[config.mk]
export PLATFORM = sky130hd
export DESIGN_NAME = climate_relay_controller
export DESIGN_NICKNAME = d
export VERILOG_FILES = /design/src/sv/crc_pkg.sv /design/src/sv/crc_ctrl.sv /design/src/sv/climate_relay_controller.sv
export SDC_FILE = /design/constraint.sdc
export NUM_CORES = 1
export LEC_CHECK = 0
export ABC_AREA = 1
export BUFFER_PORTS_ARGS = -buffer_cell sky130_fd_sc_hd__buf_2
export CAP_MARGIN = 20
export CORE_UTILIZATION = 40
export CTS_BUF_LIST = sky130_fd_sc_hd__clkbuf_16
export DETAILED_ROUTE_END_ITERATION = 10
export GPL_TIMING_DRIVEN = 1
export REMOVE_ABC_BUFFERS = 1
export SLEW_MARGIN = 0
export SYNTH_ARGS = -nofsm -noshare
export SYNTH_HDL_FRONTEND = slang
export SYNTH_SLANG_ARGS = --single-unit
[constraint.sdc]
create_clock -name clock -period 17.2 [get_ports clock]
set_input_delay 3.44 -clock clock [delete_from_list [all_inputs] [get_ports clock]]
set_output_delay 3.44 -clock clock [all_outputs]
set_load 0.1 [all_outputs]
[src/sv/crc_pkg.sv]
// Shared types and constants of the climate relay controller.
// No dependencies; used by crc_ctrl, climate_relay_controller and crc_checker.
package crc_pkg;

   localparam int TICK_SECONDS_DEF         = 5;
   localparam int DOOR_TIMEOUT_SECONDS_DEF = 900;

   localparam int FAN_W       = 20;
   localparam int DOOR_W      = 10;
   localparam int TEMP_W      = 12;
   localparam int CSR_IDX_W   = 3;
   localparam int CSR_DATA_W  = 12;
   localparam int REQ_DATA_W  = 40;
   localparam int RSP_DATA_W  = 16;
   localparam int SECS_PER_MIN = 60;

   localparam logic [FAN_W-1:0] FAN_MAX          = '1;
   localparam logic [9:0]       HUMID_VENT_LIMIT = 10'd900;
   localparam logic [11:0]      MINUTES_PER_HOUR_HHMM = 12'd100;

   // status bit positions
   localparam int ST_HEAT  = 0;
   localparam int ST_COOL  = 1;
   localparam int ST_HUMID = 2;
   localparam int ST_LIGHT = 3;
   localparam int ST_VENT  = 4;

   // disable mask bit positions
   localparam int DIS_TEMP  = 0;
   localparam int DIS_HUMID = 1;
   localparam int DIS_LIGHT = 2;
   localparam int DIS_VENT  = 3;

   localparam logic [1:0] DOOR_NONE  = 2'd0;
   localparam logic [1:0] DOOR_ENTER = 2'd1;
   localparam logic [1:0] DOOR_LEAVE = 2'd2;

   typedef enum logic [CSR_IDX_W-1:0] {
      REG_TEMP_SETPOINT    = 3'd0,
      REG_TEMP_BAND        = 3'd1,
      REG_HUMID_SETPOINT   = 3'd2,
      REG_HUMID_BAND       = 3'd3,
      REG_LIGHT_START_HHMM = 3'd4,
      REG_LIGHT_STOP_HHMM  = 3'd5,
      REG_FAN_RUN_MINUTES  = 3'd6,
      REG_FAN_IDLE_MINUTES = 3'd7
   } csr_reg_type;

   typedef struct packed {
      logic [9:0]  temp_setpoint;
      logic [9:0]  temp_band;
      logic [9:0]  humid_setpoint;
      logic [9:0]  humid_band;
      logic [11:0] light_start_hhmm;
      logic [11:0] light_stop_hhmm;
      logic [9:0]  fan_run_minutes;
      logic [9:0]  fan_idle_minutes;
   } cfg_type;

   localparam cfg_type CFG_RESET = '{
      temp_setpoint:    10'd250,
      temp_band:        10'd10,
      humid_setpoint:   10'd950,
      humid_band:       10'd10,
      light_start_hhmm: 12'd600,
      light_stop_hhmm:  12'd1800,
      fan_run_minutes:  10'd15,
      fan_idle_minutes: 10'd105
   };

   typedef struct packed {
      logic [FAN_W-1:0]         fan_cycle_seconds;
      logic signed [TEMP_W-1:0] previous_temp;
      logic [4:0]               status_bits;
      logic                     door_mode;
      logic [DOOR_W-1:0]        door_seconds_left;
   } state_type;

   localparam state_type STATE_RESET = '{
      fan_cycle_seconds: '0,
      previous_temp:     12'sd255,
      status_bits:       '0,
      door_mode:         1'b0,
      door_seconds_left: '0
   };

   // last member sits in the lowest bits
   typedef struct packed {
      logic [1:0]               door_event;
      logic [3:0]               disable_mask;
      logic [5:0]               clock_minute;
      logic [4:0]               clock_hour;
      logic [9:0]               humid_tenths;
      logic signed [TEMP_W-1:0] temp_tenths;
   } item_type;

   typedef struct packed {
      logic [4:0] status_flags;
      logic       door_mode_active;
      logic       vent_relay;
      logic       light_relay;
      logic       humidify_relay;
      logic       cool_relay;
      logic       heat_relay;
   } result_type;

endpackage

[src/sv/crc_ctrl.sv]
// One control tick of the climate relay controller: next state and relay result.
// Pure combinational logic; depends on crc_pkg.
module crc_ctrl
   import crc_pkg::*;
#(
   parameter int TICK_SECONDS         = TICK_SECONDS_DEF,
   parameter int DOOR_TIMEOUT_SECONDS = DOOR_TIMEOUT_SECONDS_DEF
) (
   input  cfg_type    cfg,
   input  state_type  st,
   input  item_type   item,
   output state_type  st_next,
   output result_type res
);

   localparam logic [FAN_W-1:0]  TICK_FAN  = FAN_W'(TICK_SECONDS);
   localparam logic [DOOR_W-1:0] TICK_DOOR = DOOR_W'(TICK_SECONDS);
   localparam logic [DOOR_W-1:0] DOOR_LOAD = DOOR_W'(DOOR_TIMEOUT_SECONDS);
   localparam logic [FAN_W-1:0]  MIN_SECS  = FAN_W'(SECS_PER_MIN);

   logic [FAN_W-1:0]         run_s;
   logic [FAN_W-1:0]         period_s;
   logic [10:0]              fan_minutes;
   logic [FAN_W-1:0]         fan_v;
   logic [FAN_W:0]           fan_sum;
   logic                     door_mode_v;
   logic [DOOR_W-1:0]        left_v;
   logic [4:0]               status_v;
   logic [11:0]              now_hhmm;
   logic                     dis_temp, dis_humid, dis_light, dis_vent;
   logic [10:0]              humid_hi;
   logic [10:0]              humid_lo_lhs;
   logic signed [TEMP_W:0]   temp_x;
   logic signed [TEMP_W:0]   tset_x;
   logic signed [TEMP_W:0]   thi_x;
   logic signed [TEMP_W:0]   tlo_lhs;
   logic [10:0]              thi_sum;

   assign fan_minutes = {1'b0, cfg.fan_run_minutes} + {1'b0, cfg.fan_idle_minutes};
   assign run_s       = FAN_W'(cfg.fan_run_minutes) * MIN_SECS;
   assign period_s    = FAN_W'(fan_minutes) * MIN_SECS;
   assign now_hhmm    = 12'(item.clock_hour) * MINUTES_PER_HOUR_HHMM + 12'(item.clock_minute);

   assign dis_temp  = item.disable_mask[DIS_TEMP];
   assign dis_humid = item.disable_mask[DIS_HUMID];
   assign dis_light = item.disable_mask[DIS_LIGHT];
   assign dis_vent  = item.disable_mask[DIS_VENT];

   assign humid_hi     = {1'b0, cfg.humid_setpoint} + {1'b0, cfg.humid_band};
   assign humid_lo_lhs = {1'b0, item.humid_tenths} + {1'b0, cfg.humid_band};

   assign thi_sum = {1'b0, cfg.temp_setpoint} + {1'b0, cfg.temp_band};
   assign temp_x  = {item.temp_tenths[TEMP_W-1], item.temp_tenths};
   assign tset_x  = $signed({3'b000, cfg.temp_setpoint});
   assign thi_x   = $signed({2'b00, thi_sum});
   assign tlo_lhs = temp_x + $signed({3'b000, cfg.temp_band});

   always_comb begin
      st_next     = st;
      res         = '0;
      door_mode_v = st.door_mode;
      left_v      = st.door_seconds_left;
      fan_v       = st.fan_cycle_seconds;
      status_v    = st.status_bits;

      if (item.door_event == DOOR_ENTER) begin
         door_mode_v = 1'b1;
         left_v      = DOOR_LOAD;
      end else if (item.door_event == DOOR_LEAVE) begin
         door_mode_v = 1'b0;
      end

      if (door_mode_v) begin
         res.door_mode_active = 1'b1;
         res.light_relay      = 1'b1;
         if (left_v > TICK_DOOR) begin
            left_v = left_v - TICK_DOOR;
         end else begin
            left_v      = '0;
            door_mode_v = 1'b0;
         end
      end else begin
         // fan duty cycle
         if (fan_v < run_s) begin
            status_v[ST_VENT] = !dis_vent;
         end else begin
            if (fan_v >= period_s) begin
               fan_v = fan_v - period_s;
            end
            status_v[ST_VENT] = 1'b0;
         end

         // humidity hysteresis and vent override
         if (item.humid_tenths > cfg.humid_setpoint || dis_humid) begin
            status_v[ST_HUMID] = 1'b0;
         end else if (humid_lo_lhs < {1'b0, cfg.humid_setpoint}) begin
            status_v[ST_HUMID] = 1'b1;
         end
         if (cfg.humid_setpoint > HUMID_VENT_LIMIT &&
             {1'b0, item.humid_tenths} > humid_hi && !dis_vent) begin
            status_v[ST_VENT] = 1'b1;
         end

         // light window
         if (cfg.light_start_hhmm < cfg.light_stop_hhmm) begin
            status_v[ST_LIGHT] = now_hhmm >= cfg.light_start_hhmm &&
                                 now_hhmm < cfg.light_stop_hhmm && !dis_light;
         end else if (cfg.light_start_hhmm > cfg.light_stop_hhmm) begin
            status_v[ST_LIGHT] = !(dis_light || (now_hhmm >= cfg.light_stop_hhmm &&
                                                 now_hhmm < cfg.light_start_hhmm));
         end else begin
            status_v[ST_LIGHT] = 1'b0;
         end

         // temperature with trend
         if (dis_temp) begin
            status_v[ST_HEAT] = 1'b0;
            status_v[ST_COOL] = 1'b0;
         end else if (st.previous_temp > item.temp_tenths) begin
            if (temp_x < tset_x) begin
               status_v[ST_HEAT] = 1'b1;
               status_v[ST_COOL] = 1'b0;
            end
         end else if (st.previous_temp < item.temp_tenths) begin
            if (temp_x > tset_x) begin
               status_v[ST_COOL] = 1'b1;
               status_v[ST_HEAT] = 1'b0;
            end
         end else begin
            if (temp_x > thi_x) begin
               status_v[ST_COOL] = 1'b1;
               status_v[ST_HEAT] = 1'b0;
            end else if (tlo_lhs < tset_x) begin
               status_v[ST_HEAT] = 1'b1;
               status_v[ST_COOL] = 1'b0;
            end else begin
               status_v[ST_HEAT] = 1'b0;
               status_v[ST_COOL] = 1'b0;
            end
         end
         st_next.previous_temp = item.temp_tenths;

         res.heat_relay     = status_v[ST_HEAT];
         res.cool_relay     = !status_v[ST_HEAT] && status_v[ST_COOL];
         res.humidify_relay = status_v[ST_HUMID];
         res.light_relay    = status_v[ST_LIGHT];
         res.vent_relay     = status_v[ST_VENT];
      end

      // advance fan time, saturating
      fan_sum = {1'b0, fan_v} + {1'b0, TICK_FAN};
      fan_v   = fan_sum[FAN_W] ? FAN_MAX : fan_sum[FAN_W-1:0];

      res.status_flags          = status_v;
      st_next.status_bits       = status_v;
      st_next.fan_cycle_seconds = fan_v;
      st_next.door_mode         = door_mode_v;
      st_next.door_seconds_left = left_v;
   end

endmodule

[src/sv/climate_relay_controller.sv]
// Climate relay controller top level: stream ports, register file, state and result beat.
// Depends on crc_pkg and crc_ctrl.
//
// Every request beat is one control tick and yields exactly one response beat, in the
// cycle after it is taken. The tick is computed combinationally from the request beat, the
// registers and the held state, and lands in the response register; a new beat is taken
// every cycle as long as the response register is empty or is being drained, so the rate
// is one tick per cycle. Register writes take effect at the next clock edge and should be
// made only while no tick is in flight.
module climate_relay_controller
   import crc_pkg::*;
#(
   parameter int TICK_SECONDS         = TICK_SECONDS_DEF,
   parameter int DOOR_TIMEOUT_SECONDS = DOOR_TIMEOUT_SECONDS_DEF
) (
   input  logic                  clock,
   input  logic                  reset,
   input  logic                  csr_we,
   input  logic [CSR_IDX_W-1:0]  csr_index,
   input  logic [CSR_DATA_W-1:0] csr_wdata,
   input  logic                  req_tvalid,
   output logic                  req_tready,
   // temp_tenths[11:0], humid_tenths[21:12], clock_hour[26:22], clock_minute[32:27],
   // disable_mask[36:33], door_event[38:37], zero[39]
   input  logic [REQ_DATA_W-1:0] req_tdata,
   output logic                  rsp_tvalid,
   input  logic                  rsp_tready,
   // heat_relay[0], cool_relay[1], humidify_relay[2], light_relay[3], vent_relay[4],
   // door_mode_active[5], status_flags[10:6], zero[15:11]
   output logic [RSP_DATA_W-1:0] rsp_tdata
);

   cfg_type                 cfg_ff, cfg_in;
   state_type               state_ff, state_in;
   logic                    rsp_tvalid_ff, rsp_tvalid_in;
   logic [RSP_DATA_W-1:0]   rsp_tdata_ff, rsp_tdata_in;
   state_type               st_next;
   result_type              res;
   item_type                item;
   logic                    accept;

   assign item       = item_type'(req_tdata[$bits(item_type)-1:0]);
   assign req_tready = !rsp_tvalid_ff || rsp_tready;
   assign accept     = req_tvalid && req_tready;
   assign rsp_tvalid = rsp_tvalid_ff;
   assign rsp_tdata  = rsp_tdata_ff;

   crc_ctrl #(
      .TICK_SECONDS         (TICK_SECONDS),
      .DOOR_TIMEOUT_SECONDS (DOOR_TIMEOUT_SECONDS)
   ) u_ctrl (
      .cfg     (cfg_ff),
      .st      (state_ff),
      .item    (item),
      .st_next (st_next),
      .res     (res)
   );

   always_comb begin
      cfg_in = cfg_ff;
      if (csr_we) begin
         unique case (csr_reg_type'(csr_index))
            REG_TEMP_SETPOINT:    cfg_in.temp_setpoint    = csr_wdata[9:0];
            REG_TEMP_BAND:        cfg_in.temp_band        = csr_wdata[9:0];
            REG_HUMID_SETPOINT:   cfg_in.humid_setpoint   = csr_wdata[9:0];
            REG_HUMID_BAND:       cfg_in.humid_band       = csr_wdata[9:0];
            REG_LIGHT_START_HHMM: cfg_in.light_start_hhmm = csr_wdata[11:0];
            REG_LIGHT_STOP_HHMM:  cfg_in.light_stop_hhmm  = csr_wdata[11:0];
            REG_FAN_RUN_MINUTES:  cfg_in.fan_run_minutes  = csr_wdata[9:0];
            REG_FAN_IDLE_MINUTES: cfg_in.fan_idle_minutes = csr_wdata[9:0];
            default:              cfg_in = cfg_ff;
         endcase
      end
   end

   always_comb begin
      state_in      = accept ? st_next : state_ff;
      rsp_tvalid_in = accept || (rsp_tvalid_ff && !rsp_tready);
      rsp_tdata_in  = accept ? RSP_DATA_W'(res) : rsp_tdata_ff;
   end

   always_ff @(posedge clock) begin
      if (reset) begin
         cfg_ff        <= CFG_RESET;
         state_ff      <= STATE_RESET;
         rsp_tvalid_ff <= 1'b0;
      end else begin
         cfg_ff        <= cfg_in;
         state_ff      <= state_in;
         rsp_tvalid_ff <= rsp_tvalid_in;
      end
   end

   always_ff @(posedge clock) begin
      rsp_tdata_ff <= rsp_tdata_in;
   end

endmodule

=== Yosys cells after proc, flatten, opt, wreduce, memory -nomap -nowiden ===
Index checks and enable logic that the tools add are counted.

* Logic and storage cells: 112
* Bits in registers: 144
* Input bits: 60
* Output and inout port bits: 18

* Multiplexer cells: 27
* Bitwise logic cells: 1
* Reduce and logical (&&, ||, !) cells: 28
* Multipliers: 3
* Equality and inequality tests: 9
* Order comparisons: 19
* Add/subtract/negate cells: 9

{| class="wikitable"
|+ Operator list
! kind !! count
|-
| $mux W20 || 4
|-
| $lt A12 B12 Y1 || 4
|-
| $add A10 B10 Y11 || 4
|-
| $gt A12 B12 Y1 || 3
|-
| $mux W10 || 3
|-
| $ge A12 B12 Y1 || 2
|-
| $add A20 B3 Y21 const B || 1
|-
| $ge A20 B17 Y1 || 1
|-
| $lt A20 B16 Y1 || 1
|-
| $sub A20 B17 Y20 || 1
|-
| $reduce_and A2 Y1 || 9
|-
| $mul A11 B4 Y15 const B || 1
|-
| $mul A10 B4 Y14 const B || 1
|-
| $mux W2 || 7
|-
| $add A12 B11 Y13 || 1
|-
| $lt A13 B11 Y1 || 1
|-
| $add A12 B6 Y12 || 1
|-
| $eq A3 B3 Y1 const B || 4
|-
| $gt A12 B11 Y1 || 1
|-
| $lt A12 B11 Y1 || 1
|-
| $mux W1 || 12
|-
| $gt A10 B11 Y1 || 1
|-
| $lt A11 B10 Y1 || 1
|-
| $gt A10 B10 Y1 || 1
|-
| 14 further kinds || 30
|}

=== Longest topological paths before layout ===
Gate-level depths: netlist of run 1.

* Word-level depth: 10
* Mapped depth: 50
* Depth with buffers taken out: 50

=== By module ===
Synthesis of run 1 repeated with hierarchy kept, for this count alone.

* Cells, all modules: 2332
* Area total of the unflattened synthesis: 15860.2 µm²

{| class="wikitable"
|+ By module, submodules not included
! module !! area each (µm²) !! instances !! cells an instance
|-
| crc_ctrl || 10329.9 || 1 || 1606
|-
| climate_relay_controller || 5530.3 || 1 || 726
|}

=== Worst setup path after synthesis of run 1 ===
Ideal clock, no wire load.

* Kind: input port to output port
* From: in rsp_tready
* To: out req_tready
* Slack: 9.631 ns
* Stages on the path: 2
* Arrival: 4.129 ns
* Path through: inv_1 nand2_1

* Word-level cells in the longest chain between the ends: 1

{| class="wikitable"
|+ Ends and longest elaborated chain
! what !! line !! source
|-
| start: declaration || climate_relay_controller.sv:27 || <nowiki>input logic rsp_tready,</nowiki>
|-
| $logic_or A1 B1 Y1 || climate_relay_controller.sv:43 || <nowiki>assign req_tready = !rsp_tvalid_ff || rsp_tready;</nowiki>
|-
| end: declaration || climate_relay_controller.sv:22 || <nowiki>output logic req_tready,</nowiki>
|}

Every way passes these cells.

=== Worst setup path after layout of run 1 ===
Same ends and word-level chain as after synthesis.

==> impl_metrics.tcl, run 1 <==
set metrics [dict create \
    yosys_register_bits 144 \
    arrival_ns 4.05 \
    ir_drop_v 0.0000898 \
    grt_max_degree 110 \
    worstPathRequired_ns 13.76 \
    drv_cap 0 \
    fp.dieArea_um2 37600 \
    grt_pass1_vias 12800 \
    synth_top_family_by_area "adder cells" \
    cts_root_buffer "clkbuf_16" \
    critPathTopFamily "buffers and inverters" \
    syn_inst 2079 \
    setup_viol 0 \
    grt_pass1_wl_um 60900 \
    cp_max_fo 3 \
    clock_path_buffers 2 \
    rsz0062_at_grt "false" \
    gp_congestion 0.868 \
    skew_ns 0.0143 \
    fp.dieW_um 194 \
    drive_above_1_share 0.0733 \
    synthMuxAreaShare 0 \
    antennaDiodeCount 0 \
    htreeDepth 4 \
    first_pass_iters 5 \
    antenna_found_initial 0 \
    endpoint_kind "primary output" \
    status "finished, final reports clean" \
    port_buffers 71 \
    regToRegEndpoint "state_ff[46]$_SDFFE_PP0P_" \
    hold_path_depth 2 \
    initial_utilization 0.410 \
    synthSimpleGateAreaFrac 0.229 \
    cts_made_buffers 17 \
    worst-path-buf-inv 3 \
    critPathSlowestCell "buf_2" \
    drt_iter0_markers 567 \
    synth-seq-area-share 0.203 \
    post-dp-hpwl_um 29300 \
    placed_area_um2 15500 \
    relSlewSlack 0.254 \
    worstReg2RegStart "cfg_ff[10]$_SDFFE_PP1P_" \
    crit_chain "buf_2, inv_1, nand2_1, buf_2" \
    core_area_um2 35900 \
    wirelength_um 36600 \
    overflow 0 \
    crit_top_cell "buf_2" \
    synth.avg_cell_area_um2 7.09 \
    synth_cell_types 54 \
    syn2layout_area_growth_pct 9.23 \
    fp.dieH_um 194 \
    fin_crit_sh 0.436 \
    finalInstanceArea_um2 16100 \
    finalNetCount 2472 \
    ios 78 \
    setup_tns_ns 0 \
    cts_hold_buf 0 \
    worstSetupPathType "input pin to primary output" \
    drc_errors 0 \
    worst_pin_slew_ns 1.12 \
    final_max_slew_viol_count 0 \
    r2r_slack_ns 9.72 \
    hp-class "flip-flop to flip-flop" \
    worst_setup_path_start_kind "input pin" \
    clk_pin_slew_ns 0.06 \
    mappedNetlistArea_um2 14700 \
    antenna_left 0 \
    ys.flop_type "dfxtp_1" \
    wl_per_cell_um 14.0 \
    synth-xor-area-share 0.0606 \
    min_from "state_ff[1]$_SDFFE_PP0P_" \
    p_leak_nw 8.36 \
    cts.sinks 144 \
    synth-edff-count 11 \
    synth-compound-area-share 0.153 \
    avgViaCountPerCell 5.05 \
    groute.usage.overall 0.199 \
    yosysWarningCount 0 \
    synth_adder_area_share 0.257 \
    fmax_mhz 133 \
    crit_path_max_incr_delay_ns 0.43 \
    post-cts-setup-buffers 0 \
    via_count 13200 \
    hold_viol 0 \
    cts_tree "built" \
    r2r_cells 43 \
    ys_async_sr_fraction 0 \
    hold_end "state_ff[1]$_SDFFE_PP0P_" \
    powerDensity_nw_per_um2 133 \
    finalCriticalPeriod_ns 7.49 \
    fp-row-count 69 \
    cts_resized 0 \
    clk_latency_ns 0.45 \
]
==> where the power goes <==
group	total [mW]	switching, mW	leakage (nW)	internal [mW]
Clock	0.391	0.162	0.295	0.230
Combinational	1.35	0.870	6.87	0.475
Sequential	0.401	0.0342	1.20	0.367
Total	2.14	1.07	8.36	1.07
==> metrics by stage <==
step | setup WS [ns] | utilization | hold slack, ns | std cells | power, mW
floorplan | 9.63 | - | 0.435 | 2037 | 1.47
global placement | 9.41 | 0.431 | 0.450 | 2572 | 1.72
detailed placement | 9.28 | 0.431 | 0.457 | 2572 | 1.75
CTS | 9.68 | 0.448 | 0.467 | 2604 | 2.15
global route | 9.05 | 0.448 | 0.489 | 2604 | 2.37
finish | 9.71 | 0.448 | 0.465 | 2604 | 2.14
==> cell type report <==
type	count	area [µm²]
Clock inverter	15	185
Clock buffer	17	425
Timing Repair Buffer	74	378
Inverter	319	1200
Multi-Input combinational cell	1574	10300
Fill cell	3702	19800
Tap cell	461	577
Sequential cell	144	2990
==> kinds of logic (layout without fill, tap and decap cells) <==
logic type                 after synthesis  count (layout)
adders and majority gates              282             282
and+or+nand+nor                        791             791
buffers and inverters                  365             425
AOI/OAI and AO/OA                      394             394
DFF                                    144             144
xor gates and xnor gates               102             102
other                                    1               5
==> cells in the mapped netlist (7+ instances only) <==
cell type / n / share of area
a21o_1: 11 / 0.0056
clkbuf_1: 29 / 0.0074
nand3_1: 87 / 0.030
a21oi_1: 181 / 0.061
xnor2_1: 23 / 0.014
ha_1: 247 / 0.21
inv_2: 7 / 0.0018
o21bai_1: 12 / 0.0061
o211ai_1: 37 / 0.019
dfxtp_1: 133 / 0.18
nor2_2: 7 / 0.0030
nand2_1: 416 / 0.11
edfxtp_1: 11 / 0.022
nor2_1: 198 / 0.050
inv_1: 308 / 0.078
nand4_1: 36 / 0.015
o21ai_0: 116 / 0.039
nor3_1: 13 / 0.0044
fa_1: 35 / 0.048
xor2_1: 79 / 0.047
nand2_2: 9 / 0.0038
==> layer usage <==
metal,up-vias,GRT usage,share of wire
met2,184,0.348,0.47
li1,6955,-,-
met4,0,0.0585,0.016
met1,5977,0.251,0.48
met3,42,0.0310,0.033
met5,-,0,0
==> layout by cell type (no fill, tap or decap), types with 4 or more instances in the layout <==
cell and count:
clkbuf_16 17, nor2_1 198, nor2_2 7, nand3_2 4, o2111ai_1 5, nand3_1 87
o211ai_1 37, a21oi_1 181, nor3_1 13, ha_1 247, inv_2 8, o21ai_0 116
o21bai_1 12, edfxtp_1 11, a31oi_1 4, a21oi_2 6, clkinv_1 5, nor2_4 4
nand2_2 9, inv_1 308, dfxtp_1 133, xnor2_1 23, conb_1 5, clkinv_4 5
a21o_1 11, nand4_1 36, buf_2 71, xor2_1 79, nand2_1 416, fa_1 35
a31oi_2 6
==> how the worst max path moves through the flow <==
stage	to	start	cells after the start	slack, ns
5_1_grt	state_ff[43]$_SDFFE_PP0P_	cfg_ff[10]$_SDFFE_PP1P_	43	9.05
3_5_place_dp	rsp_tdata[9]$_DFFE_PP_	req_tdata[23]	22	9.28
6_report	req_tready	rsp_tready	4	9.71
4_1_cts	state_ff[46]$_SDFFE_PP0P_	cfg_ff[10]$_SDFFE_PP1P_	43	9.68
3_3_place_gp	rsp_tdata[3]$_SDFFCE_PN1P_	req_tdata[23]	23	9.41
2_1_floorplan	req_tready	rsp_tready	2	9.63
==> sequential cells by signal (all words and copies together), names as in the netlist <==
| signal | cells |
|---|---|
| cfg_ff | 84 |
| state_ff | 48 |
| rsp_tvalid | 1 |
| rsp_tdata | 11 |
==> worst min-delay path, stage by stage (launching register included) <==
cell and delay [ns]:
dfxtp_1 0.31, nand2_1 0.06, a21oi_1 0.05
(Power assumes the default switching activity.)
==> run 2, diff against run 1 <==
==> constraint.sdc (replaced) <==
create_clock -name clock -period 6.5 [get_ports clock]
set_input_delay 1.3 -clock clock [delete_from_list [all_inputs] [get_ports clock]]
set_output_delay 1.3 -clock clock [all_outputs]
set_load 0.1 [all_outputs]
==> run 2 against run 1 <==
Net effect: the run now ends with negative setup slack left; critical path depth grew 37; highest routed layer unchanged; non-clock buffer count up 105; count of clock-buffer cells in the layout up 1; critical endpoint is now state_ff[42]$_SDFFE_PP0P_; total power increased to 3.1 times the previous value; largest power group unchanged; register-to-register slack got worse by 9.7 ns.
==> impl_metrics.tcl, run 2 (synthesized netlist as in run 1, its figures left out) <==
set metrics [dict create \
    clock_path_buffers 2 \
    initial_utilization 0.410 \
    hp-class "flip-flop to flip-flop" \
    largest_register_ffs 84 \
    worstSetupPathType "flip-flop to flip-flop" \
    fmax_mhz 153 \
    worst-path-buf-inv 7 \
    avgViaCountPerCell 5.01 \
    drv_cap 0 \
    fp.dieH_um 194 \
    fin_crit_sh 1.00 \
    setup_viol 6 \
    wl_per_cell_um 14.2 \
    cts_made_buffers 17 \
    min_from "state_ff[3]$_SDFFE_PP0P_" \
    antenna_found_initial 0 \
    gp_congestion 0.907 \
    cts_hold_buf 0 \
    fp.dieArea_um2 37600 \
    drive_above_1_share 0.152 \
    swShare 0.476 \
    regMostFlops "cfg_ff" \
    final_util 0.483 \
    crit_top_cell "nand4_1" \
    ir_drop_v 0.000250 \
    syn2layout_area_growth_pct 17.8 \
    cp_max_fo 5 \
    critPathSlowestCell "fa_1" \
    powerDensity_nw_per_um2 387 \
    power_frac_comb 0.690 \
    seqPwrFrac 0.158 \
    core_area_um2 35900 \
    internal_power_mw 3.52 \
    status "complete, but fails checks" \
    htreeDepth 4 \
    finalNetCount 2579 \
    worstReg2RegStart "cfg_ff[0]$_SDFFE_PP1P_" \
    port_buffers 71 \
    arrival_ns 6.91 \
    seq_area_um2 3000 \
    cts.sinks 144 \
    clk_latency_ns 0.44 \
    violations "negative setup slack" \
    finalCriticalPeriod_ns 6.53 \
    pwr-share-clk 0.153 \
    skew_ns 0.0108 \
    rsz0062_at_grt "true" \
    placedCellCount 2652 \
    worst_setup_path_start_kind "flip-flop" \
    fp-row-count 69 \
    final_max_slew_viol_count 0 \
    pre_cts_slack_ns -0.255 \
    post-dp-hpwl_um 30000 \
    multiInputGateArea_um2 10700 \
    grt_pass1_vias 13000 \
    antenna_left 0 \
    p_sw_mw 3.20 \
    drt_iter0_markers 617 \
    worst_pin_slew_ns 1.09 \
    fin_ws_ns -0.0283 \
    cts_root_buffer "clkbuf_16" \
    overflow 0 \
    layout.cells.non_filler 2712 \
    critPathTopFamily "adder cells" \
    grt_pass1_wl_um 63700 \
    drc_errors 0 \
    groute.usage.overall 0.208 \
    ios 78 \
    first_pass_iters 5 \
    final_common_cell "nand2_1" \
    worstPathRequired_ns 6.88 \
    startpoint "cfg_ff[0]$_SDFFE_PP1P_" \
    final_cell_mix "nand2_1 (378), inv_1 (304), ha_1 (243)" \
    relSlewSlack 0.270 \
    clk_pin_slew_ns 0.07 \
    fp.dieW_um 194 \
    hold_viol 0 \
    cts_tree "built" \
    grt_max_degree 109 \
    crit_path_max_incr_delay_ns 0.55 \
    via_count 13600 \
    wirelength_um 38600 \
    fillers 3586 \
    endpoint_kind "flip-flop" \
    p_leak_nw 8.98 \
]
-- run 2: final cells by class --
cell class | count | share of cell area
Multi-Input combinational cell | 1576 | 0.618
Sequential cell | 144 | 0.173
Timing Repair Buffer | 179 | 0.0721
Inverter | 319 | 0.0690
Tap cell | 461 | 0.0332
Clock buffer | 18 | 0.0259
Clock inverter | 14 | 0.00865
Antenna cell | 1 | 0.000144
-- run 2: stage by stage --
| stage | instance area (µm²) | total power [mW] | setup TNS [ns] | hold WS [ns] |
|---|---|---|---|---|
| after floorplan | 14500 | 3.88 | 0 | 0.435 |
| after global routing | 17400 | 7.36 | -9.81 | 0.487 |
| final | 17400 | 6.72 | -0.0966 | 0.466 |
| after CTS | 17000 | 6.47 | 0 | 0.467 |
| after global placement | 16100 | 5.07 | -2.82 | 0.451 |
| after detailed placement | 16100 | 5.14 | -4.21 | 0.453 |
-- run 2: worst paths after layout --
kind	to	slack [ns]	cells after the start
worst max-delay path	state_ff[42]$_SDFFE_PP0P_	-0.03	41
worst max register to register	state_ff[42]$_SDFFE_PP0P_	-0.03	41
worst min register to register	state_ff[3]$_SDFFE_PP0P_	0.47	2
worst min-delay path	state_ff[3]$_SDFFE_PP0P_	0.47	2
-- run 2: tightest hold or removal path, cell delays in order, from the launching register on --
cell	delay [ns]
dfxtp_1	0.31
nand2_1	0.06
a21oi_1	0.05
-- run 2: routing by layer --
metal,routed length [µm],GRT usage,vias up
li1,-,-,7162
met1,18600,0.271,6155
met2,18200,0.360,221
met3,1260,0.0292,36
met4,514,0.0538,0
met5,0,0,-
-- run 2: repair_timing --
action                                  CTS  global route
setup buffers                            16             8
cloned                                    3             0
endpoints found under the setup margin   20            20
pin swaps                                27            45
gates resized for setup                  40            69
-- run 2: power by group through the flow --
stage                     clock network (mW)  registers [mW]  logic, mW
after floorplan                            0            1.10       2.78
after global placement                     0            1.07       4.00
after detailed placement                   0            1.07       4.07
after CTS                               1.05            1.06       4.36
after global routing                    1.08            1.07       5.21
final                                   1.03            1.06       4.64
==> run 3, diff against run 2 <==
--- a/config.mk
+++ b/config.mk
@@ -8,8 +8,10 @@
 export ABC_AREA = 1
 export BUFFER_PORTS_ARGS = -buffer_cell sky130_fd_sc_hd__buf_2
 export CAP_MARGIN = 20
+export CORE_ASPECT_RATIO = 0.8
 export CORE_UTILIZATION = 40
 export CTS_BUF_LIST = sky130_fd_sc_hd__clkbuf_16
+export CTS_CLUSTER_SIZE = 10
 export DETAILED_ROUTE_END_ITERATION = 10
 export GPL_TIMING_DRIVEN = 1
 export REMOVE_ABC_BUFFERS = 1
==> run 3 against run 2 <==
Net effect: the flow now finishes without violations; count of clock-buffer cells in the layout fell by 1; total power decreased by 1.2%; cell count up 0.66%; core utilization is 0.41 points lower; die area barely moved; clock skew grew 0.0051 ns; non-clock buffer count unchanged; flip-flop and latch count is the same; first-iteration DRC count grew 12%; final area decreased by 0.41%; largest power group unchanged.
==> impl_metrics.tcl, run 3 (synthesized netlist as in run 1, its figures left out) <==
set metrics [dict create \
    seqPwrFrac 0.161 \
    power_frac_comb 0.691 \
    drt_iter0_markers 693 \
    cts_root_buffer "clkbuf_16" \
    initial_utilization 0.409 \
    avgViaCountPerCell 5.03 \
    worstReg2RegStart "cfg_ff[10]$_SDFFE_PP1P_" \
    fp.dieW_um 217 \
    status "finished, final reports clean" \
    fp.dieH_um 174 \
    fp-row-count 62 \
    powerDensity_nw_per_um2 384 \
    ir_drop_v 0.000263 \
    worst_pin_slew_ns 0.969 \
    fin_crit_sh 0.998 \
    drc_errors 0 \
    rsz0062_at_grt "true" \
    endpoint_kind "flip-flop" \
    setup_tns_ns 0 \
    pwr-share-clk 0.148 \
    final_common_cell "nand2_1" \
    clk_pin_slew_ns 0.07 \
    regMostFlops "cfg_ff" \
    placed_area_um2 16200 \
    startpoint "cfg_ff[10]$_SDFFE_PP1P_" \
    wl_per_cell_um 14.2 \
    critPathSlowestCell "fa_1" \
    cts.sinks 144 \
    grt_max_degree 82 \
    min_from "cfg_ff[5]$_SDFFE_PP1P_" \
    crit_path_max_incr_delay_ns 0.54 \
    grt_pass1_vias 13000 \
    whs_ns 0.469 \
    final_cell_mix "nand2_1 (384), inv_1 (297), ha_1 (243)" \
    htreeDepth 4 \
    largest_register_ffs 84 \
    final_max_slew_viol_count 0 \
    finalNetCount 2579 \
    finalCriticalPeriod_ns 6.49 \
    via_count 13700 \
    antennaDiodeCount 0 \
    setup_viol 0 \
    finalInstanceArea_um2 17300 \
    worstPathRequired_ns 6.90 \
    ios 78 \
    groute.usage.overall 0.211 \
    cts_tree "built" \
    syn2layout_area_growth_pct 17.3 \
    power_mw 6.64 \
    worst_setup_path_start_kind "flip-flop" \
    post-dp-hpwl_um 30700 \
    fp.dieArea_um2 37600 \
    grt_pass1_wl_um 64400 \
    worstSetupPathType "flip-flop to flip-flop" \
    first_pass_iters 5 \
    layout.cells.non_filler 2730 \
    fmax_mhz 154 \
    overflow 0 \
    relSlewSlack 0.353 \
    port_buffers 71 \
    p_sw_mw 3.23 \
    p_leak_nw 8.91 \
    drive_above_1_share 0.153 \
    gp_congestion 0.914 \
    core_area_um2 36100 \
    hold_viol 0 \
    wirelength_um 38800 \
    fillers 3615 \
    antenna_found_initial 0 \
    antenna_left 0 \
    hp-class "flip-flop to flip-flop" \
    multiInputGateArea_um2 10700 \
    clock_path_buffers 2 \
    cts_made_buffers 17 \
    swShare 0.486 \
    internal_power_mw 3.41 \
    drv_cap 0 \
    arrival_ns 6.89 \
    seq_area_um2 3000 \
    skew_ns 0.0159 \
    cp_max_fo 7 \
    clk_latency_ns 0.45 \
    placedCellCount 2675 \
]
==> run 3: layout make-up <==
cell class / count / area share
Multi-Input combinational cell: 1576 / 0.618
Sequential cell: 144 / 0.173
Timing Repair Buffer: 179 / 0.0713
Inverter: 319 / 0.0692
Tap cell: 480 / 0.0347
Clock buffer: 17 / 0.0246
Clock inverter: 15 / 0.00854
==> run 3: stage by stage <==
step / setup slack, ns / utilization
global route: -0.473 / 0.479
finish: 0.0104 / 0.479
CTS: -0.00169 / 0.471
detailed placement: -0.197 / 0.448
global placement: -0.204 / 0.448
floorplan: 0.00899 / -
==> run 3: metal layers <==
layer	vias to the layer above	wire length (µm)	track usage
li1	7161	-	-
met1	6336	20200	0.310
met2	204	16800	0.330
met3	24	1440	0.0263
met4	0	342	0.0414
met5	-	0	0
==> run 3: critical path, delay by kind of cell, from the launching register on <==
kind	cells	cell delay, ns
DFF	1	0.34
and+or+nand+nor	16	1.62
AOI/OAI and AO/OA	7	1.03
adders and majority gates	6	1.93
buffers and inverters	10	1.00
xor gates and xnor gates	3	0.51
==> run 3: power by group through the flow <==
stage | Combinational (mW) | Clock [mW] | Sequential [mW]
2_1_floorplan | 2.78 | 0 | 1.10
3_3_place_gp | 4.03 | 0 | 1.08
3_5_place_dp | 4.10 | 0 | 1.08
4_1_cts | 4.31 | 1.01 | 1.06
5_1_grt | 5.18 | 1.05 | 1.07
6_report | 4.59 | 0.985 | 1.07
==> run 3: path summary, 6_finish.rpt <==
| check | endpoint | slack, ns | cells after the start |
|---|---|---|---|
| setup / recovery | state_ff[45]$_SDFFE_PP0P_ | 0.01 | 42 |
| hold / removal | cfg_ff[5]$_SDFFE_PP1P_ | 0.47 | 2 |
| setup reg to reg | state_ff[45]$_SDFFE_PP0P_ | 0.01 | 42 |
| hold reg to reg | cfg_ff[5]$_SDFFE_PP1P_ | 0.47 | 2 |
==> run 3: repair_timing <==
action | in CTS | in global routing
endpoints found under the setup margin | 20 | 20
pin swaps | 24 | 73
resized for setup | 37 | 71
gates cloned | 3 | 0
hold buffers | 0 | 0
buffers inserted | 9 | 10
